$ cat config.mk
export PLATFORM = sky130hd
export DESIGN_NAME = temperature_code_window_mean
export DESIGN_NICKNAME = d
export VERILOG_FILES = /design/src/design/tcwm_pkg.sv /design/src/design/temperature_code_window_mean.sv
export SDC_FILE = /design/constraint.sdc
export NUM_CORES = 1
export LEC_CHECK = 0
export ABC_CLOCK_PERIOD_IN_PS = 9400
export BUFFER_PORTS_ARGS = -buffer_cell sky130_fd_sc_hd__buf_2
export CORE_MARGIN = 3
export CORE_UTILIZATION = 40
export CTS_CLUSTER_DIAMETER = 60
export DETAILED_ROUTE_END_ITERATION = 8
export PLACE_DENSITY = 0.54
export SLEW_MARGIN = 30
export SYNTH_ARGS = -nofsm -noshare
export SYNTH_HDL_FRONTEND = slang
export SYNTH_SLANG_ARGS = --single-unit
$ cat constraint.sdc
create_clock -name clk -period 9.4 [get_ports clk]
set_input_delay 0.47 -clock clk [delete_from_list [all_inputs] [get_ports clk]]
set_output_delay 0.47 -clock clk [all_outputs]
set_load 0.01 [all_outputs]
$ cat src/design/tcwm_pkg.sv
package tcwm_pkg;

  // word widths
  localparam int CODE_W = 16;
  localparam int DEG_W  = 9;
  localparam int MEAN_W = 8;

  // default averaging window depth
  localparam int DEFAULT_WINDOW = 8;

  // degrees = (SCALE_NUM * code - OFFSET_NUM) / (2^FRAC_SHIFT * 100)
  localparam logic [14:0] SCALE_NUM  = 15'd17572;
  localparam logic [31:0] OFFSET_NUM = 32'd307036160;
  localparam int          FRAC_SHIFT = 16;

  // divide by 100 as multiply by reciprocal, exact for numerators below 43690
  localparam int          MAG_W         = 14;
  localparam logic [12:0] DIV100_RECIP  = 13'd5243;
  localparam int          DIV100_SHIFT  = 19;
  localparam int          DIV100_PROD_W = 27;

endpackage

$ cat src/design/temperature_code_window_mean.sv
// Temperature code window mean.
// Input channel: in_valid / in_ready carry one 16-bit raw sensor code per word.
// Output channel: out_valid / out_ready carry the code converted to whole
// degrees (signed, truncated toward zero) and the low byte of the truncated
// mean of the last WINDOW converted values.
// The pipeline takes one word per cycle while in_ready is high. Stages:
// input register, code scaling multiply, offset and magnitude,
// divide-by-100 reciprocal multiply, window update (ring memory with one
// pre-read slot and running sum), mean magnitude, and the divide-by-WINDOW
// reciprocal multiply into the output register.
// The window update stage is the only loop: the running sum closes on itself
// through one subtract and one add.
// Reset clears the pipeline valids, the write pointer, the running sum and the
// per-entry fill bits; unwritten entries read as zero and count in the mean.
// When the receiver stalls, words collect in the pipeline stages; in_ready
// drops only once every stage holds a word.
module temperature_code_window_mean #(
  parameter int WINDOW = tcwm_pkg::DEFAULT_WINDOW
) (
  input  logic                              clk,
  input  logic                              rst_n,
  input  logic                              in_valid,
  output logic                              in_ready,
  input  logic [tcwm_pkg::CODE_W-1:0]       in_raw_code,
  output logic                              out_valid,
  input  logic                              out_ready,
  output logic signed [tcwm_pkg::DEG_W-1:0] out_degrees,
  output logic [tcwm_pkg::MEAN_W-1:0]       out_mean_low_byte
);

  localparam int LOG_W  = $clog2(WINDOW);
  localparam int PTR_W  = (WINDOW > 1) ? LOG_W : 1;
  localparam int SUM_W  = tcwm_pkg::DEG_W + 1 + LOG_W;
  localparam int ABS_W  = SUM_W - 1;
  localparam int RSH    = ABS_W + LOG_W + 1;
  localparam int PROD_W = ABS_W + RSH + 1;
  localparam logic [RSH:0] WIN_RECIP =
    (RSH + 1)'(((64'd1 << RSH) + 64'(WINDOW) - 64'd1) / 64'(WINDOW));
  localparam int NUM_W  = 32;

  // stage valids and flow control
  logic [6:0] vld_r;
  logic [6:0] free;

  always_comb begin
    free[6] = !vld_r[6] || out_ready;
    for (int k = 5; k >= 0; k--) begin
      free[k] = !vld_r[k] || free[k+1];
    end
  end

  assign in_ready = free[0];
  assign out_valid = vld_r[6];

  always_ff @(posedge clk) begin
    if (!rst_n) begin
      vld_r <= '0;
    end else begin
      if (free[0]) vld_r[0] <= in_valid;
      for (int k = 1; k < 7; k++) begin
        if (free[k]) vld_r[k] <= vld_r[k-1];
      end
    end
  end

  // stage 1: input register
  logic [tcwm_pkg::CODE_W-1:0] code1_r;
  always_ff @(posedge clk) begin
    if (free[0] && in_valid) code1_r <= in_raw_code;
  end

  // stage 2: scale multiply
  logic [30:0] prod2_r;
  always_ff @(posedge clk) begin
    if (free[1] && vld_r[0]) prod2_r <= 31'(code1_r) * 31'(tcwm_pkg::SCALE_NUM);
  end

  // stage 3: remove offset, split into sign and magnitude, drop fraction bits
  logic signed [NUM_W-1:0] num3;
  logic [NUM_W-1:0]        abs3;
  logic [tcwm_pkg::MAG_W-1:0] mag3_r;
  logic                       neg3_r;

  always_comb begin
    num3 = $signed({1'b0, prod2_r}) - $signed(tcwm_pkg::OFFSET_NUM);
    abs3 = num3[NUM_W-1] ? NUM_W'(-num3) : NUM_W'(num3);
  end

  always_ff @(posedge clk) begin
    if (free[2] && vld_r[1]) begin
      mag3_r <= abs3[tcwm_pkg::FRAC_SHIFT +: tcwm_pkg::MAG_W];
      neg3_r <= num3[NUM_W-1];
    end
  end

  // stage 4: magnitude / 100 by reciprocal multiply
  logic [tcwm_pkg::DIV100_PROD_W-1:0] p4;
  logic [7:0]                         q4_r;
  logic                               neg4_r;

  assign p4 = tcwm_pkg::DIV100_PROD_W'(mag3_r)
            * tcwm_pkg::DIV100_PROD_W'(tcwm_pkg::DIV100_RECIP);

  always_ff @(posedge clk) begin
    if (free[3] && vld_r[2]) begin
      q4_r   <= p4[tcwm_pkg::DIV100_SHIFT +: 8];
      neg4_r <= neg3_r;
    end
  end

  // stage 5: window update
  logic signed [tcwm_pkg::DEG_W-1:0] deg5;
  logic signed [tcwm_pkg::DEG_W-1:0] old_val;
  logic signed [tcwm_pkg::DEG_W-1:0] old_r;
  logic                              old_vld_r;
  logic signed [tcwm_pkg::DEG_W-1:0] deg5_r;
  logic signed [SUM_W-1:0]           sum_r;
  logic signed [SUM_W-1:0]           sum_nxt;
  logic [PTR_W-1:0]                  ptr_r;
  logic [PTR_W-1:0]                  ptr_nxt;
  logic [WINDOW-1:0]                 filled_r;
  logic                              win_en;
  logic signed [tcwm_pkg::DEG_W-1:0] store_mem [WINDOW];

  always_comb begin
    deg5    = neg4_r ? -$signed({1'b0, q4_r}) : $signed({1'b0, q4_r});
    old_val = old_vld_r ? old_r : '0;
    sum_nxt = sum_r - SUM_W'(old_val) + SUM_W'(deg5);
    ptr_nxt = (ptr_r == PTR_W'(WINDOW - 1)) ? '0 : ptr_r + 1'b1;
    win_en  = free[4] && vld_r[3];
  end

  // control state: pointer, sum, fill bits, pre-read valid
  always_ff @(posedge clk) begin
    if (!rst_n) begin
      ptr_r     <= '0;
      sum_r     <= '0;
      filled_r  <= '0;
      old_vld_r <= 1'b0;
    end else if (win_en) begin
      ptr_r           <= ptr_nxt;
      sum_r           <= sum_nxt;
      filled_r[ptr_r] <= 1'b1;
      old_vld_r       <= (WINDOW == 1) ? 1'b1 : filled_r[ptr_nxt];
    end
  end

  // ring memory: write current slot, pre-read the next one
  always_ff @(posedge clk) begin
    if (win_en) begin
      store_mem[ptr_r] <= deg5;
      old_r            <= (WINDOW == 1) ? deg5 : store_mem[ptr_nxt];
      deg5_r           <= deg5;
    end
  end

  // stage 6: mean sign and magnitude (sum_r belongs to the word in stage 5)
  logic [ABS_W-1:0]                  abs6_r;
  logic                              neg6_r;
  logic signed [tcwm_pkg::DEG_W-1:0] deg6_r;
  logic [SUM_W-1:0]                  sum_abs;

  assign sum_abs = sum_r[SUM_W-1] ? SUM_W'(-sum_r) : SUM_W'(sum_r);

  always_ff @(posedge clk) begin
    if (free[5] && vld_r[4]) begin
      abs6_r <= sum_abs[ABS_W-1:0];
      neg6_r <= sum_r[SUM_W-1];
      deg6_r <= deg5_r;
    end
  end

  // stage 7: divide by WINDOW via reciprocal, restore sign, output register
  logic [PROD_W-1:0]               p7;
  logic [tcwm_pkg::MEAN_W-1:0]     qm7;
  logic [tcwm_pkg::MEAN_W-1:0]     mean_r;
  logic signed [tcwm_pkg::DEG_W-1:0] degrees_r;

  always_comb begin
    p7  = PROD_W'(abs6_r) * PROD_W'(WIN_RECIP);
    qm7 = p7[RSH +: tcwm_pkg::MEAN_W];
  end

  always_ff @(posedge clk) begin
    if (free[6] && vld_r[5]) begin
      mean_r    <= neg6_r ? (~qm7 + 1'b1) : qm7;
      degrees_r <= deg6_r;
    end
  end

  assign out_degrees       = degrees_r;
  assign out_mean_low_byte = mean_r;

  // converted value always lies in the sensor's range
  a_deg_range: assert property (@(posedge clk) disable iff (!rst_n)
    out_valid |-> (int'(out_degrees) >= -46 && int'(out_degrees) <= 128))
    else $error("degrees out of range");

  // running sum stays within WINDOW times the value range
  a_sum_range: assert property (@(posedge clk) disable iff (!rst_n)
    (int'(sum_r) >= -46 * WINDOW && int'(sum_r) <= 128 * WINDOW))
    else $error("window sum out of range");

  // write pointer never leaves the window
  a_ptr_range: assert property (@(posedge clk) disable iff (!rst_n)
    int'(ptr_r) < WINDOW)
    else $error("write pointer beyond window");

  // after reset the pipeline is empty and takes input
  a_reset_ready: assert property (@(posedge clk)
    !rst_n |=> (in_ready && !out_valid))
    else $error("pipeline not empty after reset");

endmodule

==> results.md, run 1 <==
* Status: completed
* Crit share post-route at 51.25%
* Yosys warns at 0
* Period minus WS final at 4.817 ns
* CTS resizes at 0
* Filler cells at 3,538
* Placed cell areas at 16,350 um^2
* Die width at 202.3 um
* Async S/R FF share, synth at 0%
* Ys flop type: edfxtp_1
* Port Buffers at 38
* Clk sinks at 226
* RSZ-0062 raised after global routing: false
* Total grt overflow at 0
* Largest cells by area after synthesis: edfxtp_1 38%, ha_1 16%, fa_1 14%
* PD cells at 300.6 nW/um^2
* Syn Inst Count at 1,269
* GP Congestion at 0.8171
* ANT nets after route at 0
* Peak supply drop at 175.5 uV
* 1st-pass router iterations at 4
* Vias in the first global route at 9,381
* CP Class: register to register
* Starting Density at 40.74%
* Critical path's slowest cell: edfxtp_1
* Post-Syn Nets at 1,597
* Synth Register Bits at 226
* Design Area, Final at 17,190 um^2
* TritonCTS clock tree: done
* Hold Fails Final Rpt at 0
* Sequential area share after synthesis at 41.94%
* Rows at 71
* Crit path required time at 9.70 ns
* Most frequent cells in the layout: 216 x inv_1, 202 x ha_1, 194 x edfxtp_1
* Die Area at 40,930 um^2
* Largest net degree at the start of global routing at 37
* Yosys cell types at 58
* # nets final at 1,667
* Initial antenna violation count at 0
* Layout Skew at 0.01257 ns
* Mapped cell area at 15,420 um^2
* Mean number of vias per cell at 4.741
* N_diodes at 0
* Number of enable flip-flop cells after synthesis at 194
* Crit path launch type: register
* Cells along the critical path: fa_1 > ha_1 > inv_1 > fa_1 > inv_1 > fa_1 > inv_1 > fa_1 > inv_1 > ha_1 > nand4_1 > nor3_1 > nand4_1 > a31oi_1 > a21bo_2 > a21oi_1 > xnor2_1
* Routed wire length at 27.87 mm
* Yosys top cell area share at 37.79%
* Routed vias at 8,866
* Total CTS buffers at 27
* Leak at 7.345 nW
* I/O pin cnt at 39
* CP Capture Type: register
* H-tree depth at 1
* CP max FO at 7
* Final HPWL DP at 21.97 mm
* Commonest non-fill, non-tap cell in the layout: inv_1
* Slew margin rel. at 37.54%
* CTS Buffer Depth at 3
* Grt met3 use at 2.190%
* Clock Latency Late Sink at 0.55 ns
* Hold Buf Count CTS at 0
* Area of the multi-input gates at 8077 um^2
* Root Buffer: clkbuf_16
* Avg Cell Area, Syn at 12.15 um^2
* FF+latch area at 6466 um^2
* DRC at 0
* Post-CTS Setup Inserts at 0
* Most used routing layer in global routing: met2
* Total Neg Setup Slack at 0 ns
* P&R area growth vs syn at 11.49%
* DIE HEIGHT at 202.3 um
* Worst-path clk slew at 0.06 ns
* Routing usage on met2 at 23.01%
* Drt initial violations at 352
* Top cell type by total area after synthesis: edfxtp_1
* CP arrival at 5.12 ns
* Slew Viols, Final at 0
* Final setup vio count at 0
* Core area at 37,840 um^2
* CP max stage delay at 0.57 ns
* Hold Crit Class: input pin to register
* Tot GR Track Use at 14.23%
* Wire per inst at 14.90 um
* Layout cells sized above 1 at 10.60%
* Actual slew at the worst max-slew pin at 0.9369 ns
* GR Util met1 at 20.43%
* Hold-critical path depth at 1
* FMAX at 207.6 MHz
* Max Cap Violations at 0
* First-pass GRT wire length at 47.45 mm
* R2R cell count at 17
[routing by layer]
layer  share of wire, %  wire [um]  vias to the layer above
met3                4.0       1119                       27
met4                1.5        420                        0
li1                   -          -                     4529
met2                 45      12650                      115
met1                 49      13690                     4195
met5                  0          0                        -
[cell type report]
| type | instances | area share (%) |
|---|---|---|
| tap | 511 | 3.720 |
| clock buffer | 36 | 4.360 |
| inverter | 218 | 4.761 |
| multi-input combinational | 807 | 46.99 |
| clock inverter | 13 | 0.5241 |
| timing repair buffer | 59 | 2.024 |
| sequential | 226 | 37.62 |
[critical path: cells and delay by family (launching register included)]
kind | cells | cell delay, ns
buffers and inverters | 4 | 0.19
adder cells (fa/ha/maj) | 6 | 2.66
XOR/XNOR | 1 | 0.12
AND/OR/NAND/NOR | 3 | 0.50
AO/OA/AOI/OAI | 3 | 0.53
flip-flops | 1 | 0.57
[synthesized netlist by cell type, drive strengths merged, types with 3 or more instances]
| master | instances |
|---|---|
| nor2 | 63 |
| nor3 | 14 |
| o21bai | 6 |
| fa | 106 |
| ha | 202 |
| and3 | 5 |
| nand2b | 8 |
| a31oi | 6 |
| buf | 6 |
| or3 | 11 |
| xnor2 | 61 |
| nor4 | 7 |
| inv | 218 |
| a211oi | 8 |
| mux4 | 20 |
| clkbuf | 12 |
| a21o | 14 |
| o21a | 12 |
| nand3 | 11 |
| a21boi | 4 |
| mux2 | 9 |
| and2 | 6 |
| xor2 | 18 |
| nor2b | 10 |
| nand4 | 3 |
| nand2 | 68 |
| a21oi | 55 |
| dfxtp | 32 |
| o21ai | 32 |
| o31ai | 16 |
| o211ai | 8 |
| edfxtp | 194 |
[cell families (layout without fill, tap and decap cells)]
group	Yosys count	count (layout)	synth area share, %
AND/OR/NAND/NOR	216	216	6.680
adder cells (fa/ha/maj)	308	308	30.16
flip-flops	226	226	41.94
XOR/XNOR	79	79	4.488
AO/OA/AOI/OAI	173	173	7.199
buffers and inverters	236	326	5.819
multiplexers	31	31	3.709
[state kept, by name, indices dropped and copies added (netlist names)]
name	flops
out_degrees	9
q4_r	8
vld_r	7
prod2_r	29
ptr_r	3
sum_r	13
neg4_r	1
mag3_r	14
filled_r	8
abs6_r	8
neg3_r	1
old_r	9
deg5_r	9
deg6_r	9
store_mem	72
neg6_r	1
code1_r	16
old_vld_r	1
out_mean_low_byte	8
[per-stage QoR]
| step | util, % | instances | hold slack, ns | setup slack, ns | power, mW |
|---|---|---|---|---|---|
| after floorplan | - | 1269 | 0.4003 | 4.872 | 3.594 |
| after global placement | 43.20 | 1821 | 0.4004 | 4.604 | 4.226 |
| after detailed placement | 43.20 | 1821 | 0.4045 | 4.578 | 4.262 |
| after CTS | 45.42 | 1870 | 0.05709 | 4.558 | 5.268 |
| after global routing | 45.42 | 1870 | 0.06421 | 4.275 | 5.757 |
| final | 45.42 | 1870 | 0.09485 | 4.583 | 5.166 |
[path summary, 6_finish.rpt]
kind,from,to,slack (ns)
worst max register to register,mag3_r[11]$_DFFE_PP_,q4_r[6]$_DFFE_PP_,4.58
worst max-delay path,mag3_r[11]$_DFFE_PP_,q4_r[6]$_DFFE_PP_,4.58
worst min-delay path,in_raw_code[15],code1_r[15]$_DFFE_PP_,0.09
worst min register to register,deg5_r[0]$_DFFE_PP_,deg6_r[0]$_DFFE_PP_,0.42
[power breakdown]
part / switching, mW / internal (mW) / total, mW
clock network: 0.400 / 0.563 / 0.963
registers: 0.0800 / 1.26 / 1.34
logic: 1.62 / 1.24 / 2.86
total: 2.10 / 3.07 / 5.17
No activity file was read; power rests on OpenSTA's default activity.
==> inputs of run 2 (changes only) <==
--- a/config.mk
+++ b/config.mk
@@ -5,7 +5,8 @@
 export SDC_FILE = /design/constraint.sdc
 export NUM_CORES = 1
 export LEC_CHECK = 0
-export ABC_CLOCK_PERIOD_IN_PS = 9400
+export ABC_AREA = 1
+export ABC_CLOCK_PERIOD_IN_PS = 4900
 export BUFFER_PORTS_ARGS = -buffer_cell sky130_fd_sc_hd__buf_2
 export CORE_MARGIN = 3
 export CORE_UTILIZATION = 40
==> constraint.sdc (replaced) <==
create_clock -name clk -period 4.9 [get_ports clk]
set_input_delay 0.245 -clock clk [delete_from_list [all_inputs] [get_ports clk]]
set_output_delay 0.245 -clock clk [all_outputs]
set_load 0.01 [all_outputs]
==> run 2 against run 1 <==
  * Flip-flop and latch count unchanged
  * Via count is 28% higher
  * Routed wire length up 23%
  * Critical path depth stayed put
  * Core utilization is 0.35 points higher
  * Synthesized area up 7.7%
  * Die area increased by 7.5%
  * Critical path type unchanged
==> results.md, run 2 <==
* Post-Syn Nets at 2,043 (was 1,597)
* Async S/R FF share, synth at 0% (unchanged)
* Sequential area share after synthesis at 38.95% (was 41.94%)
* Count leader, synth: inv_1 (unchanged)
* H-tree depth at 1 (unchanged)
* Drt initial violations at 570 (was 352)
* Slew margin rel. at 38.15% (was 37.54%)
* Cell family with most CP delay: adder cells (unchanged)
* Avg Cell Area, Syn at 9.681 um^2 (was 12.15 um^2)
* Starting Density at 40.57% (was 40.74%)
* Mean number of vias per cell at 4.817 (was 4.741)
* Bufs and invs on worst path at 3 (was 4)
* Total grt overflow at 0 (unchanged)
* Number of enable flip-flop cells after synthesis at 194 (unchanged)
* Final setup vio count at 0 (unchanged)
* Actual slew at the worst max-slew pin at 0.9243 ns (was 0.9369 ns)
* Layout cells sized above 1 at 8.361% (was 10.60%)
* Hold path endpoint: vld_r[6]$_SDFFE_PN0P_ (was code1_r[15]$_DFFE_PP_)
* Most frequent cells in the layout: 314 x inv_1, 227 x nand2_1, 202 x ha_1 (was 216 x inv_1, 202 x ha_1, 194 x edfxtp_1)
* Clk sinks at 226 (unchanged)
* Slew Viols, Final at 0 (unchanged)
* Final HPWL DP at 26.87 mm (was 21.97 mm)
* Largest cells by area after synthesis: edfxtp_1 35%, ha_1 15%, fa_1 13% (was edfxtp_1 38%, ha_1 16%, fa_1 14%)
* Synth cell count leaders: 315 x inv_1, 228 x nand2_1, 202 x ha_1 (was 216 x inv_1, 202 x ha_1, 194 x edfxtp_1)
* FMAX at 216.3 MHz (was 207.6 MHz)
* Leak at 8.616 nW (was 7.345 nW)
* Hold path start: out_ready (was in_raw_code[15])
* Root Buffer: clkbuf_16 (unchanged)
* Crit path required time at 5.21 ns (was 9.70 ns)
* # nets final at 2,134 (was 1,667)
* 1st-pass router iterations at 7 (was 4)
* N_diodes at 0 (unchanged)
* Tot GR Track Use at 15.74% (was 14.23%)
* Clock Latency Late Sink at 0.57 ns (was 0.55 ns)
* Total Neg Setup Slack at 0 ns (unchanged)
* CP Capture Type: register (unchanged)
* P&R area growth vs syn at 12.83% (was 11.49%)
* Rows at 74 (was 71)
* Worst-path clk slew at 0.06 ns (about the same)
* Cells along the critical path: buf_4 > ha_1 > fa_1 > fa_1 > fa_1 > inv_1 > fa_1 > inv_1 > ha_1 > a21oi_2 > nor2_1 > nor2_1 > o21ai_0 > a21oi_1 > o21ai_0 > nand2_1 > nand2_1 (was fa_1 > ha_1 > inv_1 > fa_1 > inv_1 > fa_1 > inv_1 > fa_1 > inv_1 > ha_1 > nand4_1 > nor3_1 > nand4_1 > a31oi_1 > a21bo_2 > a21oi_1 > xnor2_1)
* Peak supply drop at 478.9 uV (was 175.5 uV)
* Max Cap Violations at 0 (unchanged)
* Vias in the first global route at 11,510 (was 9,381)
* Total CTS buffers at 30 (was 27)
* Status: completed (unchanged)
* Layout Skew at 0.02475 ns (was 0.01257 ns)
* CP Class: register to register (unchanged)
* R2R cell count at 17 (unchanged)
* RSZ-0062 raised after global routing: false (unchanged)
* Hold-critical path depth at 3 (was 1)
* Hold Crit Class: input pin to register (unchanged)
* Crit share post-route at 94.37% (was 51.25%)
* Port Buffers at 38 (unchanged)
* Biggest register: store_mem (unchanged)
* Initial antenna violation count at 0 (unchanged)
* CP arrival at 4.94 ns (was 5.12 ns)
* TritonCTS clock tree: done (unchanged)
* Yosys cell types at 49 (was 58)
* Yosys top cell area share at 35.09% (was 37.79%)
* Top Registers: store_mem (72), prod2_r (29), code1_r (16) (unchanged)
* Commonest non-fill, non-tap cell in the layout: inv_1 (unchanged)
* Crit path launch type: register (unchanged)
* Die Area at 43,990 um^2 (was 40,930 um^2)
* CTS Buffer Depth at 3 (unchanged)
* Yosys warns at 0 (unchanged)
* Largest net degree at the start of global routing at 42 (was 37)
* CP max stage delay at 0.54 ns (was 0.57 ns)
* Worst flop-to-flop path startpoint: mag3_r[12]$_DFFE_PP_ (was mag3_r[11]$_DFFE_PP_)
* Mapped cell area at 16,600 um^2 (was 15,420 um^2)
* Die width at 209.7 um (was 202.3 um)
* DRC at 0 (unchanged)
* Top cell type by total area after synthesis: edfxtp_1 (unchanged)
* Wire per inst at 14.48 um (was 14.90 um)
* Period minus WS final at 4.624 ns (was 4.817 ns)
* CP max FO at 7 (unchanged)
* R2R Path End: q4_r[5]$_DFFE_PP_ (was q4_r[6]$_DFFE_PP_)
* GP Congestion at 0.8528 (was 0.8171)
* DIE HEIGHT at 209.7 um (was 202.3 um)
* Power, Total at 12.35 mW (was 5.166 mW)
* PD cells at 659.4 nW/um^2 (was 300.6 nW/um^2)
* Routed wire length at 34.21 mm (was 27.87 mm)
* Syn Inst Count at 1,715 (was 1,269)
* Ys flop type: edfxtp_1 (unchanged)
* Core area at 40,920 um^2 (was 37,840 um^2)
* First-pass GRT wire length at 57.18 mm (was 47.45 mm)
* Hold Fails Final Rpt at 0 (unchanged)
* Number of flip-flops in the largest register at 72 (unchanged)
* R2R setup slack at 0.28 ns (was 4.58 ns)
* ANT nets after route at 0 (unchanged)
* CP most frequent cell: fa_1
* Filler cells at 3,950 (was 3,538)
* Critical path's slowest cell: fa_1 (was edfxtp_1)
* Synth Register Bits at 226 (unchanged)
* I/O pin cnt at 39 (unchanged)
* Routed vias at 11,380 (was 8,866)
run 2: cell types whose count changed in the layout (fill, tap and decap cells not counted), sizes merged, moves of 17 or more:
cell / change
nand3: +54
xor2: +24
mux4: -20
o21ai: +53
xnor2: -41
inv: +104
nor2: +138
a21oi: +20
dlygate4sd3: +17
nand2: +171
run 2: final cells by class:
class | count | area, um^2 | share of cell area, %
sequential | 226 | 6466 | 34.52
tap | 532 | 665.6 | 3.554
timing repair buffer | 81 | 555.5 | 2.966
clock buffer | 33 | 762.0 | 4.068
inverter | 322 | 1211 | 6.466
clock inverter | 23 | 225.2 | 1.202
multi-input combinational | 1145 | 8846 | 47.22
run 2: cell families (layout without fill, tap and decap cells):
| group | after synthesis | after routing | synth area share [%] |
|---|---|---|---|
| flip-flops | 226 | 226 | 38.95 |
| XOR/XNOR | 62 | 62 | 3.316 |
| AO/OA/AOI/OAI | 232 | 232 | 8.041 |
| adder cells (fa/ha/maj) | 308 | 308 | 28.01 |
| buffers and inverters | 344 | 459 | 7.883 |
| AND/OR/NAND/NOR | 543 | 543 | 13.81 |
run 2: power breakdown:
part / switching (mW) / total, mW / internal [mW]
combinational: 4.82 / 7.62 / 2.80
sequential: 0.146 / 2.57 / 2.42
clock: 0.870 / 2.16 / 1.29
run 2: worst max-delay path by stage:
stage	start	to	slack [ns]	cells past startpoint
after detailed placement	mag3_r[10]$_DFFE_PP_	q4_r[4]$_DFFE_PP_	0.27	17
after global routing	mag3_r[12]$_DFFE_PP_	q4_r[5]$_DFFE_PP_	0.03	17
final	mag3_r[12]$_DFFE_PP_	q4_r[5]$_DFFE_PP_	0.28	17
after global placement	mag3_r[10]$_DFFE_PP_	q4_r[4]$_DFFE_PP_	0.35	17
after floorplan	mag3_r[11]$_DFFE_PP_	q4_r[4]$_DFFE_PP_	0.55	17
after CTS	mag3_r[10]$_DFFE_PP_	q4_r[4]$_DFFE_PP_	0.23	17
run 2: worst min-delay path, cell delays in order:
cell and delay [ns]:
buf_2 0.07, or2_4 0.15, a21oi_1 0.11
run 2: layer usage:
| layer | global-route usage, % | vias up | wire, um |
|---|---|---|---|
| met5 | 0 | - | 0 |
| met1 | 21.89 | 5367 | 16530 |
| met3 | 2.317 | 41 | 1122 |
| li1 | - | 5826 | - |
| met2 | 26.43 | 144 | 15940 |
| met4 | 3.072 | 0 | 612 |
run 2: stage by stage:
| step | area (um^2) | util (%) | cells | hold WS (ns) | worst slack, ns |
|---|---|---|---|---|---|
| after floorplan | 16600 | - | 1715 | 0.3439 | 0.5479 |
| after global placement | 17480 | 42.72 | 2279 | 0.4029 | 0.3466 |
| after detailed placement | 17480 | 42.72 | 2279 | 0.4054 | 0.2694 |
| after CTS | 18640 | 45.55 | 2352 | 0.06503 | 0.2259 |
| after global routing | 18730 | 45.77 | 2362 | 0.08923 | 0.02616 |
| final | 18730 | 45.77 | 2362 | 0.09900 | 0.2760 |
run 2: what timing repair did:
item,in CTS,in global routing
gates resized for setup,0,3
hold endpoints to repair,17,0
buffers inserted,0,10
endpoints found under the setup margin,0,1
hold buffers,17,0
==> inputs of run 3 (changes only) <==
--- a/config.mk
+++ b/config.mk
@@ -8,12 +8,15 @@
 export ABC_AREA = 1
 export ABC_CLOCK_PERIOD_IN_PS = 4900
 export BUFFER_PORTS_ARGS = -buffer_cell sky130_fd_sc_hd__buf_2
+export CAP_MARGIN = 20
+export CELL_PAD_IN_SITES_DETAIL_PLACEMENT = 1
+export CELL_PAD_IN_SITES_GLOBAL_PLACEMENT = 1
 export CORE_MARGIN = 3
 export CORE_UTILIZATION = 40
 export CTS_CLUSTER_DIAMETER = 60
 export DETAILED_ROUTE_END_ITERATION = 8
-export PLACE_DENSITY = 0.54
-export SLEW_MARGIN = 30
+export PLACE_DENSITY = 0.66
+export SLEW_MARGIN = 15
 export SYNTH_ARGS = -nofsm -noshare
 export SYNTH_HDL_FRONTEND = slang
 export SYNTH_SLANG_ARGS = --single-unit
==> run 3 against run 2 <==
  * Clock power decreased by 6%
  * Flip-flop and latch count unchanged
  * Final area decreased by 0.11%
  * First-iteration DRC count decreased by 21%
  * Sequential power about the same
  * Count of clock-buffer cells in the layout increased by 1
  * Critical endpoint unchanged
  * Largest power group unchanged
==> results.md, run 3 (same netlist as run 2, synthesis figures left out) <==
* Die width at 209.7 um (unchanged)
* Total grt overflow at 0 (unchanged)
* CP Capture Type: register (unchanged)
* P&R area growth vs syn at 12.71% (was 12.83%)
* Initial antenna violation count at 0 (unchanged)
* Starting Density at 40.57% (unchanged)
* Final HPWL DP at 31.47 mm (was 26.87 mm)
* Total CTS buffers at 29 (was 30)
* Number of flip-flops in the largest register at 72 (unchanged)
* Core area at 40,920 um^2 (unchanged)
* CP max FO at 5 (was 7)
* Top Registers: store_mem (72), prod2_r (29), code1_r (16) (unchanged)
* Crit path launch type: register (unchanged)
* I/O pin cnt at 39 (unchanged)
* N_diodes at 0 (unchanged)
* # nets final at 2,136 (was 2,134)
* DRC at 0 (unchanged)
* 1st-pass router iterations at 6 (was 7)
* Commonest non-fill, non-tap cell in the layout: inv_1 (unchanged)
* Leak at 8.613 nW (was 8.616 nW)
* Rows at 74 (unchanged)
* Vias in the first global route at 12,710 (was 11,510)
* Biggest register: store_mem (unchanged)
* TritonCTS clock tree: done (unchanged)
* Clk sinks at 226 (unchanged)
* DIE HEIGHT at 209.7 um (unchanged)
* Cells along the critical path: buf_4 > ha_1 > fa_1 > fa_1 > fa_1 > inv_1 > fa_1 > inv_1 > ha_1 > a21oi_1 > nor2_1 > nor2_1 > o21ai_0 > a21oi_1 > o21ai_0 > nand2_1 > nand2_1 (was buf_4 > ha_1 > fa_1 > fa_1 > fa_1 > inv_1 > fa_1 > inv_1 > ha_1 > a21oi_2 > nor2_1 > nor2_1 > o21ai_0 > a21oi_1 > o21ai_0 > nand2_1 > nand2_1)
* Max Cap Violations at 0 (unchanged)
* Worst-path clk slew at 0.06 ns (about the same)
* FMAX at 212.2 MHz (was 216.3 MHz)
* CP max stage delay at 0.56 ns (was 0.54 ns)
* Routed vias at 11,750 (was 11,380)
* ANT nets after route at 0 (unchanged)
* Root Buffer: clkbuf_16 (unchanged)
* CP Class: register to register (unchanged)
* Crit path required time at 5.21 ns (about the same)
* CTS Buffer Depth at 3 (unchanged)
* Period minus WS final at 4.713 ns (was 4.624 ns)
* Fin util at 45.72% (was 45.77%)
* Slew Viols, Final at 0 (unchanged)
* Finished Layout Cells at 2,363 (was 2,362)
* Status: completed (unchanged)
* Drt initial violations at 450 (was 570)
* Actual slew at the worst max-slew pin at 1.058 ns (was 0.9243 ns)
* Crit share post-route at 96.18% (was 94.37%)
* Port Buffers at 38 (unchanged)
* H-tree depth at 1 (unchanged)
* Hold Crit Class: input pin to register (unchanged)
* CP most frequent cell: fa_1 (unchanged)
* Placed cell areas at 17,490 um^2 (was 17,480 um^2)
* Final setup vio count at 0 (unchanged)
* DP Cell Count at 2,279 (unchanged)
* Peak supply drop at 515.1 uV (was 478.9 uV)
* Largest net degree at the start of global routing at 42 (unchanged)
* Most frequent cells in the layout: 315 x inv_1, 228 x nand2_1, 202 x ha_1 (was 314 x inv_1, 227 x nand2_1, 202 x ha_1)
* Layout cells sized above 1 at 8.301% (was 8.361%)
* GP Congestion at 0.8363 (was 0.8528)
* Hold Fails Final Rpt at 0 (unchanged)
* Design Area, Final at 18,710 um^2 (was 18,730 um^2)
* Slew margin rel. at 29.00% (was 38.15%)
* Mean number of vias per cell at 4.973 (was 4.817)
* CP arrival at 5.03 ns (was 4.94 ns)
* Clock Latency Late Sink at 0.57 ns (about the same)
* Filler cells at 4,656 (was 3,950)
* Critical path's slowest cell: fa_1 (unchanged)
* Layout Skew at 0.01524 ns (was 0.02475 ns)
* Routed wire length at 39.53 mm (was 34.21 mm)
* Tot GR Track Use at 18.31% (was 15.74%)
* Die Area at 43,990 um^2 (unchanged)
* First-pass GRT wire length at 65.31 mm (was 57.18 mm)
* Total Neg Setup Slack at 0 ns (unchanged)
* Wire per inst at 16.73 um (was 14.48 um)
* PD cells at 665.8 nW/um^2 (was 659.4 nW/um^2)
## run 3: changes by cell type in the layout (fill, tap and decap cells not counted), moves of 2 or more
cell,previous run,this run
nor2_1,192,194
inv_8,3,0
nor2_2,7,5
clkinv_4,0,3
buf_6,0,2
clkinv_1,7,2
bufinv_16,3,1
## run 3: repair_timing
| action | 4_1_cts | 5_1_grt |
|---|---|---|
| gates resized for setup | 0 | 1 |
| hold endpoints to repair | 17 | 0 |
| hold buffers | 17 | 0 |
| setup buffers | 0 | 9 |
| endpoints found under the setup margin | 0 | 1 |
## run 3: worst paths after layout
path,from,to,slack [ns],cells past startpoint
worst max-delay path,mag3_r[10]$_DFFE_PP_,q4_r[5]$_DFFE_PP_,0.19,17
worst min-delay path,in_valid,vld_r[0]$_SDFFE_PN0N_,0.03,3
worst max register to register,mag3_r[10]$_DFFE_PP_,q4_r[5]$_DFFE_PP_,0.19,17
worst min register to register,deg6_r[8]$_DFFE_PP_,out_degrees[8]$_DFFE_PP_,0.42,0
## run 3: area by class of cell
cell class	instances	area [um^2]	area share [%]
multi-input combinational	1145	8830	47.19
sequential	226	6466	34.56
inverter	322	1211	6.473
clock buffer	34	754.5	4.032
tap	532	665.6	3.557
timing repair buffer	84	593.1	3.170
clock inverter	20	191.4	1.023
## run 3: worst max-delay path, delay by kind of cell (launching register included)
kind,cells,cell delay [ns]
and+or+nand+nor,4,0.35
adders and majority gates,6,2.71
buffers and inverters,3,0.29
AOI/OAI and AO/OA,4,0.62
DFF,1,0.50
## run 3: power breakdown
group | internal [mW] | leakage (nW) | total [mW] | switching [mW]
registers | 2.42 | 2.04 | 2.58 | 0.154
logic | 2.81 | 6.12 | 7.85 | 5.04
clock network | 1.18 | 0.458 | 2.03 | 0.854
## run 3: stage by stage
stage	total power, mW	hold slack (ns)	setup WS (ns)
after floorplan	8.365	0.3439	0.5479
after global placement	10.29	0.4042	0.2870
after detailed placement	10.50	0.4065	0.2012
after CTS	12.64	0.004607	0.1823
after global routing	13.97	0.03689	-0.02343
final	12.46	0.03347	0.1872
## run 3: routing by layer
layer / share of wire [%] / wire length [um] / global-route usage [%] / vias up
met2: 49 / 19180 / 31.87 / 119
met1: 47 / 18570 / 24.86 / 5755
met4: 1.5 / 607 / 3.741 / 0
li1: - / - / - / 5832
met5: 0 / 0 / 0 / -
met3: 3.0 / 1172 / 2.033 / 46
